==> config.mk <==
export PLATFORM = sky130hd
export DESIGN_NAME = rni_ctrl
export DESIGN_NICKNAME = d
export VERILOG_FILES = /design/src/hw/rtl/rni_pkg.sv /design/src/hw/rtl/rni_ctrl.sv
export SDC_FILE = /design/constraint.sdc
export NUM_CORES = 1
export LEC_CHECK = 0
export BUFFER_PORTS_ARGS = -buffer_cell sky130_fd_sc_hd__buf_2
export CORE_UTILIZATION = 40
export CTS_BUF_LIST = sky130_fd_sc_hd__clkbuf_2
export DETAILED_ROUTE_END_ITERATION = 6
export GPL_ROUTABILITY_DRIVEN = 1
export PLACE_DENSITY = 0.7
export SLEW_MARGIN = 10
export SYNTH_ARGS = -nofsm -noshare
export SYNTH_HDL_FRONTEND = slang
export SYNTH_SLANG_ARGS = --single-unit
==> constraint.sdc <==
create_clock -name clk -period 5.5 [get_ports clk]
set_input_delay 1.1 -clock clk [delete_from_list [all_inputs] [get_ports clk]]
set_output_delay 1.1 -clock clk [all_outputs]
set_load 0.02 [all_outputs]
==> src/hw/rtl/rni_pkg.sv <==
// Shared constants, codes and control types of the recurrent-net inference engine.
package rni_pkg;

	localparam int DATA_BITS         = 16;
	localparam int FRAC              = 11;
	localparam int ACC_BITS          = 40;
	localparam int MEMORY_SIZE_DEF   = 63;
	localparam int HIDDEN_SIZE_DEF   = 64;
	localparam int HIDDEN_LAYERS_DEF = 1;

	localparam logic [1:0] KIND_WRITE  = 2'd0;
	localparam logic [1:0] KIND_START  = 2'd1;
	localparam logic [1:0] KIND_SAMPLE = 2'd2;

	localparam logic [1:0] SRC_REC = 2'd0;
	localparam logic [1:0] SRC_X   = 2'd1;
	localparam logic [1:0] SRC_HID = 2'd2;

	localparam logic [1:0] DST_HID  = 2'd0;
	localparam logic [1:0] DST_REC  = 2'd1;
	localparam logic [1:0] DST_PRED = 2'd2;

	typedef logic signed [DATA_BITS-1:0] data_t;

	typedef struct packed {
		logic       issue;
		logic       bias;
		logic       last;
		logic [1:0] src;
		logic [1:0] dest;
		logic       act;
		logic       load_param;
		logic       load_start;
		logic       load_sample;
		logic       copy_rd;
		logic       emit;
	} dp_cmd_t;

	typedef struct packed {
		logic row_done;
		logic out_free;
	} dp_sts_t;

endpackage

==> src/hw/rtl/rni_ctrl.sv <==
// Sequencer: walks layers, rows and columns and issues datapath commands.
module rni_ctrl
	import rni_pkg::*;
#(
	parameter int MEMORY_SIZE   = MEMORY_SIZE_DEF,
	parameter int HIDDEN_SIZE   = HIDDEN_SIZE_DEF,
	parameter int HIDDEN_LAYERS = HIDDEN_LAYERS_DEF,
	localparam int VEC   = MEMORY_SIZE + 1,
	localparam int NMAX  = (VEC > HIDDEN_SIZE) ? VEC : HIDDEN_SIZE,
	localparam int CW    = $clog2(NMAX),
	localparam int W0    = VEC * HIDDEN_SIZE,
	localparam int WH    = HIDDEN_SIZE * HIDDEN_SIZE,
	localparam int WO    = HIDDEN_SIZE * VEC,
	localparam int STORE = W0 + HIDDEN_SIZE + HIDDEN_LAYERS * (WH + HIDDEN_SIZE) + WO + VEC,
	localparam int WA_W  = $clog2(STORE),
	localparam int HA_W  = $clog2((HIDDEN_LAYERS + 1) * HIDDEN_SIZE)
)(
	input  logic            clk,
	input  logic            arst_n,
	input  logic            in_valid,
	output logic            in_stall,
	input  logic [1:0]      kind,
	input  dp_sts_t         sts,
	output dp_cmd_t         cmd,
	output logic [WA_W-1:0] w_addr,
	output logic [CW-1:0]   col,
	output logic [CW-1:0]   row,
	output logic [HA_W-1:0] hid_rd_addr,
	output logic [HA_W-1:0] hid_wr_addr
);

	localparam int LW = $clog2(HIDDEN_LAYERS + 2);

	localparam logic [2:0] S_IDLE = 3'd0;
	localparam logic [2:0] S_COPY = 3'd1;
	localparam logic [2:0] S_BIAS = 3'd2;
	localparam logic [2:0] S_COLS = 3'd3;
	localparam logic [2:0] S_WAIT = 3'd4;
	localparam logic [2:0] S_EMIT = 3'd5;

	logic [2:0]      state_q;
	logic [LW-1:0]   layer_q;
	logic [CW-1:0]   row_q;
	logic [CW-1:0]   col_q;
	logic [WA_W-1:0] bias_addr_q;
	logic [WA_W-1:0] rowbase_q;
	logic [WA_W-1:0] wa_q;
	logic [HA_W-1:0] rb_q;
	logic [HA_W-1:0] wb_q;

	logic            accept;
	logic            last_layer;
	logic [CW-1:0]   nin_m1;
	logic [CW-1:0]   nout_m1;
	logic [WA_W-1:0] nout_step;
	logic [WA_W-1:0] next_wblk;
	logic [WA_W-1:0] next_base;

	always_comb begin
		accept     = in_valid && (state_q == S_IDLE);
		last_layer = layer_q == LW'(HIDDEN_LAYERS + 1);
		nin_m1     = (layer_q == '0) ? CW'(VEC - 1) : CW'(HIDDEN_SIZE - 1);
		nout_m1    = last_layer ? CW'(VEC - 1) : CW'(HIDDEN_SIZE - 1);
		nout_step  = last_layer ? WA_W'(VEC) : WA_W'(HIDDEN_SIZE);
		next_wblk  = (layer_q == LW'(HIDDEN_LAYERS)) ? WA_W'(WO) : WA_W'(WH);
		next_base  = bias_addr_q + 1'b1;
	end

	always_comb begin
		cmd = '0;
		if (accept) begin
			unique case (kind)
				KIND_WRITE:  cmd.load_param  = 1'b1;
				KIND_START:  cmd.load_start  = 1'b1;
				KIND_SAMPLE: cmd.load_sample = 1'b1;
				default: ;
			endcase
		end
		cmd.copy_rd = state_q == S_COPY;
		cmd.issue   = (state_q == S_BIAS) || (state_q == S_COLS);
		cmd.bias    = state_q == S_BIAS;
		cmd.last    = (state_q == S_COLS) && (col_q == nin_m1);
		if (layer_q == '0) begin
			cmd.src = (col_q < CW'(MEMORY_SIZE)) ? SRC_REC : SRC_X;
		end else begin
			cmd.src = SRC_HID;
		end
		if (!last_layer) begin
			cmd.dest = DST_HID;
		end else begin
			cmd.dest = (row_q < CW'(MEMORY_SIZE)) ? DST_REC : DST_PRED;
		end
		cmd.act  = !last_layer;
		cmd.emit = (state_q == S_EMIT) && sts.out_free;
	end

	assign in_stall    = state_q != S_IDLE;
	assign w_addr      = (state_q == S_BIAS) ? bias_addr_q : wa_q;
	assign col         = col_q;
	assign row         = row_q;
	assign hid_rd_addr = rb_q + HA_W'(col_q);
	assign hid_wr_addr = wb_q + HA_W'(row_q);

	always_ff @(posedge clk or negedge arst_n) begin
		if (!arst_n) begin
			state_q     <= S_IDLE;
			layer_q     <= '0;
			row_q       <= '0;
			col_q       <= '0;
			bias_addr_q <= '0;
			rowbase_q   <= '0;
			wa_q        <= '0;
			rb_q        <= '0;
			wb_q        <= '0;
		end else begin
			unique case (state_q)
				S_IDLE: begin
					if (cmd.load_start) begin
						col_q   <= '0;
						state_q <= S_COPY;
					end else if (cmd.load_sample) begin
						layer_q     <= '0;
						row_q       <= '0;
						bias_addr_q <= WA_W'(W0);
						rowbase_q   <= '0;
						wa_q        <= '0;
						rb_q        <= '0;
						wb_q        <= '0;
						state_q     <= S_BIAS;
					end
				end
				S_COPY: begin
					col_q <= col_q + 1'b1;
					if (col_q == CW'(MEMORY_SIZE - 1)) begin
						state_q <= S_IDLE;
					end
				end
				S_BIAS: begin
					col_q   <= '0;
					state_q <= S_COLS;
				end
				S_COLS: begin
					wa_q  <= wa_q + nout_step;
					col_q <= col_q + 1'b1;
					if (cmd.last) begin
						state_q <= S_WAIT;
					end
				end
				S_WAIT: begin
					if (sts.row_done) begin
						if (row_q == nout_m1) begin
							if (last_layer) begin
								state_q <= S_EMIT;
							end else begin
								layer_q     <= layer_q + 1'b1;
								row_q       <= '0;
								rowbase_q   <= next_base;
								wa_q        <= next_base;
								bias_addr_q <= next_base + next_wblk;
								rb_q        <= wb_q;
								wb_q        <= wb_q + HA_W'(HIDDEN_SIZE);
								state_q     <= S_BIAS;
							end
						end else begin
							row_q       <= row_q + 1'b1;
							bias_addr_q <= bias_addr_q + 1'b1;
							rowbase_q   <= rowbase_q + 1'b1;
							wa_q        <= rowbase_q + 1'b1;
							state_q     <= S_BIAS;
						end
					end
				end
				S_EMIT: begin
					if (sts.out_free) begin
						state_q <= S_IDLE;
					end
				end
				default: state_q <= S_IDLE;
			endcase
		end
	end

endmodule

==> flow_metrics.tcl, run 1 <==
set metrics [dict create \
    pre_cts_slack_ps 2132 \
    min_path_cells 1 \
    dieArea_mm2 0.01029 \
    cts_resized 0 \
    netlist_instances 455 \
    met3_usage_pct 4.624 \
    max_freq_ghz 0.2517 \
    path_max_fanout 19 \
    wl_per_cell_um 15.53 \
    fin_tns_setup_ps 0 \
    hold_class "flip-flop to flip-flop" \
    setup_ws_ps 1527 \
    vias 3497 \
    worstRegToRegCells 7 \
    layout_commonest_cell "nand2_1" \
    crit_type "flip-flop to output port" \
    skew_ps 25.75 \
    grt-ovfl-total 0 \
    setup-violations-final 0 \
    fin_hold_ws_ps 500.2 \
    worst_pin_slew_ps 1184 \
    period_share_pct 72.24 \
    grt_pass1_vias 3191 \
    final_max_slew_viol_count 0 \
    cts.clk_slew.worst_paths_ps 190 \
    placed_area_mm2 0.004293 \
    cp_slowest_cell "nor2b_2" \
    r2r_start "row[1]$_DFFE_PN0P_" \
    irDropWorstVdd_mv 0.1904 \
    core_area_mm2 0.009415 \
    clk-insertion-delay-late_ps 500 \
    hold_start "wa_q[2]$_DFFE_PN0P_" \
    synth_seq_area_share_pct 38.60 \
    viasPerCell 5.507 \
    crit_arrival_ps 2870 \
    final_area_mm2 0.004395 \
    cts_made_buffers 9 \
    worstSetupEndpointType "output port" \
    post_cts_buffers 0 \
    synthDistinctLibCells 62 \
    nets 519 \
    wl_um 9861 \
    power_density_mw_per_mm2 377.3 \
    grt_busiest_layer "met2" \
    place.port_buffers 60 \
    synth_area_mm2 0.003955 \
    crit_cells 4 \
    ys_seq_elements 61 \
    synth-xor-area-share_pct 7.972 \
    io_pins 61 \
    r2r_end "wa_q[10]$_DFFE_PN0P_" \
    p_leak_nw 2.161 \
    grt_max_degree 62 \
    fp.dieH_um 101.4 \
    synth_enable_flop_cells 0 \
    area_growth_pct 11.14 \
    ant_nets 0 \
    yosys-mux-area-fraction_pct 4.461 \
    clock-sinks 61 \
    cap_viol_max_count 0 \
    dp_cells 620 \
    synth-simple-area-share_pct 25.37 \
    grt_use_met2_pct 33.12 \
    timing_hold_violations_final 0 \
    synth_compound_area_share_pct 15.53 \
    startpoint_type "flip-flop" \
    ys_async_sr_fraction_pct 100.0 \
    crit_buf_inv 1 \
    clock_path_buffers 2 \
    gr-usage-met1_pct 26.24 \
    final_cells 635 \
    dr.pass1.iters 5 \
    postCtsHoldBufs 0 \
    reg2reg_slack_ps 2870 \
    synthAdderAreaFrac_pct 3.164 \
    slowest_delay_ps 940 \
    status "complete, no violations" \
    slew_headroom_pct 20.62 \
    n_antenna_cell 0 \
    rows 35 \
    route.detailed.drc 0 \
    layout-drive-gt1-share_pct 22.13 \
    cts_tree "done" \
    grt_pass1_wl_um 15800 \
    rsz0062_at_grt "no" \
    fp.dieW_um 101.4 \
    htree_levels 3 \
    grt_usage_pct 20.02 \
    total_power_mw 1.658 \
    drtIter0Drc 195 \
    worstPathRequired_ps 4400 \
    final_cell_mix "nand2_1, dfrtp_1, buf_2" \
    clock-root-buffer "clkbuf_2" \
    gp_congestion 0.8900 \
    period_needed_ps 3973 \
    final_util_pct 46.68 \
    antenna_found_initial 0 \
    critical-path-top-delay-family "simple AND/OR/NAND/NOR gates" \
    initial_core_util_pct 42.01 \
    synth_top_family_by_area "simple AND/OR/NAND/NOR gates" \
    path_cells "nor2b_1 > nor2b_2 > mux2_2 > buf_2" \
    syn_avg_cell_area_um2 8.692 \
    yosys_warnings 0 \
    dpl.hpwl_um 6889 \
    min_to "wa_q[2]$_DFFE_PN0P_" \
    synth_ff_type "dfrtp_1" \
]
==> cell type report <==
| type | count | area (um^2) |
|---|---|---|
| Fill cell | 927 | 5020 |
| Sequential cell | 61 | 1526 |
| Clock buffer | 10 | 50.05 |
| Inverter | 11 | 41.29 |
| Tap cell | 129 | 161.4 |
| Clock inverter | 5 | 52.55 |
| Multi-Input combinational cell | 357 | 2248 |
| Timing Repair Buffer | 62 | 315.3 |
==> cells in the mapped netlist (2+ instances only) <==
| library cell | number | area (um^2) |
|---|---|---|
| a31oi_1 | 5 | 31.28 |
| nor3_2 | 3 | 30.03 |
| or3_1 | 4 | 25.02 |
| nor2b_1 | 2 | 12.51 |
| clkbuf_1 | 7 | 26.28 |
| nand2b_1 | 3 | 18.77 |
| nor4_1 | 2 | 12.51 |
| or2_2 | 2 | 12.51 |
| xor2_1 | 18 | 157.7 |
| o31ai_1 | 7 | 52.55 |
| o21ai_0 | 22 | 110.1 |
| nand2_1 | 77 | 289.0 |
| and3_1 | 6 | 37.54 |
| a21o_1 | 9 | 67.56 |
| inv_1 | 11 | 41.29 |
| o22ai_1 | 6 | 37.54 |
| o211ai_1 | 4 | 30.03 |
| xnor2_1 | 18 | 157.7 |
| ha_1 | 10 | 125.1 |
| a22o_1 | 3 | 26.28 |
| nor2_1 | 33 | 123.9 |
| a211oi_1 | 2 | 15.01 |
| o21ai_2 | 3 | 26.28 |
| a21oi_1 | 13 | 65.06 |
| nand4_1 | 7 | 43.79 |
| buf_2 | 14 | 70.07 |
| or2_1 | 2 | 12.51 |
| o21ai_1 | 11 | 55.05 |
| buf_4 | 3 | 22.52 |
| nand3_1 | 29 | 145.1 |
| dfrtp_1 | 61 | 1526 |
| mux2i_1 | 3 | 30.03 |
| nor3_1 | 9 | 45.04 |
| mux2_2 | 13 | 146.4 |
| and2_1 | 6 | 37.54 |
==> layer usage <==
layer	part of all wire (%)	wire [um]	up-vias
met1	46	4558	1690
met4	1.5	144	0
li1	-	-	1682
met3	5.2	515	12
met5	0	0	-
met2	47	4641	113
==> worst register-to-register path: stages (launching register included) <==
cell and delay [ps]:
dfrtp_1 490, ha_1 320, inv_1 120, nor2_1 780, nand2_1 360, o22ai_1 200, and2_1 190, or2_1 110
==> sequential cells by signal, indices dropped and copies added (netlist names) <==
name	count
state_q	3
wb_q	1
wa_q	14
rowbase_q	14
row	6
bias_addr_q	14
rb_q	1
col	6
layer_q	2
==> report_power, final <==
group	total [mW]	switching [mW]	internal, mW
combinational	0.725	0.460	0.265
clock	0.271	0.169	0.102
sequential	0.663	0.132	0.530
==> cell families (layout without fill, tap and decap cells) <==
logic type      Yosys count  count (layout)
fa+ha+maj                10              10
xor+xnor                 36              36
simple gates            198             198
compound gates           95              95
mux                      16              16
flops                    61              61
other cells               1               2
buf+inv                  38              88
==> worst max path at each step <==
stage                           start   endpoint
3_3_place_gp   state_q[2]$_DFFE_PN0P_  w_addr[8]
2_1_floorplan                 kind[0]     cmd[2]
5_1_grt        state_q[2]$_DFFE_PN0P_  w_addr[1]
4_1_cts        state_q[2]$_DFFE_PN0P_  w_addr[0]
6_report       state_q[2]$_DFFE_PN0P_  w_addr[0]
3_5_place_dp   state_q[2]$_DFFE_PN0P_  w_addr[0]
Power figures use the tool's default switching activity.
==> inputs of run 2 (changes only) <==
Clock period 5.5 ns to 3.7 ns, I/O delays scaled along.
==> run 2 against run 1 <==
  * Register-to-register slack worse by 1600 ps
  * Combinational power is 53% higher
  * Cell count is 0.79% higher
==> flow_metrics.tcl, run 2 (same netlist as run 1, synthesis figures left out) <==
set metrics [dict create \
    status "complete, no violations" \
    hold_class "input pin to asynchronous set/reset pin" \
    p_seq_share_pct 39.9 \
    layout_commonest_cell "nand2_1" \
    final_area_mm2 0.004433 \
    io_pins 61 \
    clock_path_buffers 2 \
    fin_hold_ws_ps 111.1 \
    skew_ps 44.29 \
    cap_viol_max_count 0 \
    nets 523 \
    grt_usage_pct 20.95 \
    setup_ws_ps 317.8 \
    max_freq_ghz 0.2957 \
    crit_arrival_ps 2640 \
    path_max_fanout 14 \
    gp_congestion 0.8928 \
    cts.clk_slew.worst_paths_ps 210 \
    worst_pin_slew_ps 943.5 \
    fp.dieW_um 101.4 \
    period_share_pct 91.41 \
    htree_levels 3 \
    antenna_found_initial 0 \
    drtIter0Drc 263 \
    viasPerCell 5.491 \
    dieArea_mm2 0.01029 \
    p_leak_nw 2.168 \
    grt_max_degree 44 \
    grt-ovfl-total 0 \
    rsz0062_at_grt "no" \
    placed_area_mm2 0.004335 \
    p_comb_share_pct 45.1 \
    timing_hold_violations_final 0 \
    pre_cts_slack_ps 902.7 \
    period_needed_ps 3382 \
    total_power_mw 2.465 \
    grt_pass1_vias 3386 \
    switching_share_pct 47.43 \
    wl_um 9943 \
    grt_pass1_wl_um 16530 \
    p_sw_mw 1.169 \
    layout-drive-gt1-share_pct 22.90 \
    clock-sinks 61 \
    n_antenna_cell 0 \
    worstPathRequired_ps 2960 \
    startpoint_type "flip-flop" \
    worstSetupEndpointType "output port" \
    p_int_mw 1.296 \
    wl_per_cell_um 15.54 \
    reg_top3 "bias_addr_q: 14 flops, rowbase_q: 14 flops, wa_q: 14 flops" \
    power_density_mw_per_mm2 556.0 \
    vias 3514 \
    cts_resized 0 \
    fp.dieH_um 101.4 \
    area_growth_pct 12.08 \
    dr.pass1.iters 5 \
    dpl.hpwl_um 7155 \
    setup-violations-final 0 \
    postCtsHoldBufs 0 \
    clock-root-buffer "clkbuf_2" \
    ant_nets 0 \
    core_area_mm2 0.009415 \
    final_cell_mix "nand2_1, dfrtp_1, buf_2" \
    fin_tns_setup_ps 0 \
    slew_headroom_pct 37.09 \
    cts_tree "done" \
    irDropWorstVdd_mv 0.2735 \
    rows 35 \
    post_cts_buffers 0 \
    cts_made_buffers 9 \
    place.port_buffers 60 \
    initial_core_util_pct 42.01 \
    route.detailed.drc 0 \
    pwr-share-clk_pct 14.9 \
    crit_type "flip-flop to output port" \
    final_max_slew_viol_count 0 \
    clk-insertion-delay-late_ps 540 \
]
-- run 2: cell count changes in the layout (fill, tap and decap cells not counted) --
cell | previous run | this run
clkinvlp_4 | 1 | 4
clkbuf_2 | 10 | 9
buf_12 | 0 | 1
clkinv_4 | 0 | 2
clkinv_2 | 3 | 1
buf_4 | 2 | 5
bufinv_16 | 1 | 0
-- run 2: worst max-delay path, stage by stage, from the launching register on --
cell	delay [ps]
dfrtp_1	560
nor2b_1	300
nor2b_2	550
buf_12	210
mux2_2	330
buf_2	160
-- run 2: through the flow --
stage,std cells,util [%]
2_1_floorplan,456,-
3_3_place_gp,624,46.05
3_5_place_dp,624,46.05
4_1_cts,640,47.08
5_1_grt,640,47.08
6_report,640,47.08
-- run 2: path summary, 6_finish.rpt --
path,startpoint,to,slack (ps),cells past startpoint
setup / recovery,state_q[2]$_DFFE_PN0P_,w_addr[3],320,5
hold / removal,arst_n,row[5]$_DFFE_PN0P_,110,1
setup reg to reg,bias_addr_q[0]$_DFFE_PN0P_,wa_q[10]$_DFFE_PN0P_,1250,7
hold reg to reg,wa_q[1]$_DFFE_PN0P_,wa_q[1]$_DFFE_PN0P_,510,1
max in group asynchronous,arst_n,wa_q[4]$_DFFE_PN0P_,2620,2
min in group clk,wa_q[1]$_DFFE_PN0P_,wa_q[1]$_DFFE_PN0P_,510,1
-- run 2: layout make-up --
cell class	count	area (um^2)
Timing Repair Buffer	66	357.8
Fill cell	913	4982
Inverter	11	41.29
Clock inverter	7	52.55
Multi-Input combinational cell	357	2248
Tap cell	129	161.4
Clock buffer	9	45.04
Sequential cell	61	1526
-- run 2: power groups by stage --
stage	Combinational [mW]	Sequential (mW)	Clock (mW)
4_1_cts	1.12	0.984	0.385
3_5_place_dp	1.11	0.997	0
3_3_place_gp	1.09	0.992	0
6_report	1.11	0.984	0.368
5_1_grt	1.23	1.01	0.417
2_1_floorplan	0.838	0.945	0
-- run 2: per-layer routing --
metal / routed length, um / global-route usage (%) / share of wire [%] / vias to the layer above
met4: 165 / 6.912 / 1.7 / 0
met2: 4835 / 36.47 / 49 / 105
li1: - / - / - / 1698
met1: 4458 / 25.70 / 45 / 1694
met5: 0 / 0 / 0 / -
met3: 483 / 4.624 / 4.9 / 17
==> inputs of run 3 (changes only) <==
Clock period 3.7 ns to 4.4 ns, I/O delays scaled along.
==> run 3 against run 2 <==
  * Flip-flop and latch count unchanged
  * Clock-buffer cell count up 1
  * Global-route usage down 0.32 points
  * Combinational power down 18%
  * Routed wire length down 2.1%
  * Cell area down 0.11%
  * Register-to-register slack better by 520 ps
  * Cell count down 0.47%
  * Non-clock buffer count down 3
  * Core utilization down 0.053 points
  * Critical path type unchanged
  * Largest power group unchanged
  * Highest routed layer unchanged
==> flow_metrics.tcl, run 3 (same netlist as run 1, synthesis figures left out) <==
set metrics [dict create \
    status "complete, no violations" \
    clock-sinks 61 \
    viasPerCell 5.458 \
    clock_path_buffers 2 \
    slowest_delay_ps 830 \
    cts_made_buffers 9 \
    grt_max_degree 43 \
    worst_pin_slew_ps 1160 \
    drtIter0Drc 250 \
    dieArea_mm2 0.01029 \
    wl_per_cell_um 15.29 \
    p_leak_nw 2.180 \
    timing_hold_violations_final 0 \
    grt_pass1_wl_um 16360 \
    area_growth_pct 11.96 \
    period_needed_ps 3613 \
    wl_um 9739 \
    layout_commonest_cell "nand2_1" \
    place.port_buffers 60 \
    skew_ps 39.27 \
    cts.clk_slew.worst_paths_ps 200 \
    route.detailed.drc 0 \
    clk-insertion-delay-late_ps 500 \
    cts_tree "done" \
    io_pins 61 \
    post_cts_buffers 0 \
    nets 520 \
    fp.dieW_um 101.4 \
    dpl.hpwl_um 7035 \
    htree_levels 3 \
    reg_top3 "bias_addr_q: 14 flops, rowbase_q: 14 flops, wa_q: 14 flops" \
    path_cells "nor2b_1 > nor2b_2 > mux2_2 > buf_2" \
    ant_nets 0 \
    r2r_start "row[1]$_DFFE_PN0P_" \
    setup-violations-final 0 \
    clock-root-buffer "clkbuf_2" \
    worstSetupEndpointType "output port" \
    reg2reg_slack_ps 1770 \
    dr.pass1.iters 6 \
    n_antenna_cell 0 \
    final_max_slew_viol_count 0 \
    grt_pass1_vias 3304 \
    grt-ovfl-total 0 \
    fill_cells 903 \
    r2r_end "wa_q[10]$_DFFE_PN0P_" \
    worstRegToRegCells 7 \
    hold_class "input pin to asynchronous set/reset pin" \
    antenna_found_initial 0 \
    worstPathRequired_ps 3520 \
    layout-drive-gt1-share_pct 22.05 \
    core_area_mm2 0.009415 \
    max_freq_ghz 0.2768 \
    initial_core_util_pct 42.01 \
    gp_congestion 0.8263 \
    path_max_fanout 17 \
    cap_viol_max_count 0 \
    fp.dieH_um 101.4 \
    crit_arrival_ps 2730 \
    fin_tns_setup_ps 0 \
    fin_hold_ws_ps 477.2 \
    startpoint_type "flip-flop" \
    grt_usage_pct 20.63 \
    rsz0062_at_grt "no" \
    crit_type "flip-flop to output port" \
    final_cell_mix "nand2_1, dfrtp_1, buf_2" \
    vias 3477 \
    cts_resized 0 \
    period_share_pct 82.10 \
    slew_headroom_pct 22.27 \
    cp_slowest_cell "nor2b_2" \
    rows 35 \
    irDropWorstVdd_mv 0.2212 \
    postCtsHoldBufs 0 \
    power_density_mw_per_mm2 483.0 \
]
## run 3: report_power, final
| part | leakage [nW] | switching (mW) | internal [mW] |
|---|---|---|---|
| clock | 0.0808 | 0.210 | 0.185 |
| combinational | 1.27 | 0.575 | 0.338 |
| sequential | 0.831 | 0.168 | 0.662 |
## run 3: area by class of cell
| type | instances | area, um^2 | share of cell area (%) |
|---|---|---|---|
| Inverter | 11 | 41.29 | 0.9325 |
| Clock inverter | 6 | 77.57 | 1.752 |
| Sequential cell | 61 | 1526 | 34.47 |
| Clock buffer | 10 | 50.05 | 1.130 |
| Tap cell | 129 | 161.4 | 3.645 |
| Multi-Input combinational cell | 357 | 2248 | 50.78 |
| Timing Repair Buffer | 63 | 322.8 | 7.290 |
## run 3: stage by stage
step / power [mW] / setup WS (ps) / util, % / std cells / instance area, um^2
after global routing: 2.293 / 599.8 / 47.03 / 637 / 4428
after CTS: 2.149 / 798.7 / 47.03 / 637 / 4428
after detailed placement: 1.750 / 1403 / 45.67 / 621 / 4300
after floorplan: 1.500 / 1602 / - / 456 / 3959
after global placement: 1.728 / 1443 / 45.67 / 621 / 4300
final: 2.139 / 787.5 / 47.03 / 637 / 4428
## run 3: worst max path at each step
stage / start / end / slack, ps / cells after the start
after global routing: state_q[2]$_DFFE_PN0P_ / w_addr[6] / 600 / 4
after detailed placement: state_q[2]$_DFFE_PN0P_ / w_addr[6] / 1400 / 4
after floorplan: state_q[1]$_DFFE_PN0P_ / w_addr[10] / 1600 / 5
after CTS: state_q[2]$_DFFE_PN0P_ / w_addr[6] / 800 / 4
final: state_q[2]$_DFFE_PN0P_ / w_addr[6] / 790 / 4
after global placement: state_q[2]$_DFFE_PN0P_ / w_addr[13] / 1440 / 4
## run 3: worst max-delay path, delay by kind of cell (launching register included)
family	cells	cell delay, ps
and+or+nand+nor	2	1100
DFF	1	550
muxes	1	410
buffers and inverters	1	160
## run 3: routing by layer
metal  GRT usage (%)  up-vias  routed length (um)  part of all wire [%]
li1                -     1694                   -                     -
met1           27.23     1656                4416                    45
met2           34.17      115                4604                    47
met3           4.417       12                 548                   5.6
met4           5.909        0                 170                   1.7
met5               0        -                   0                     0
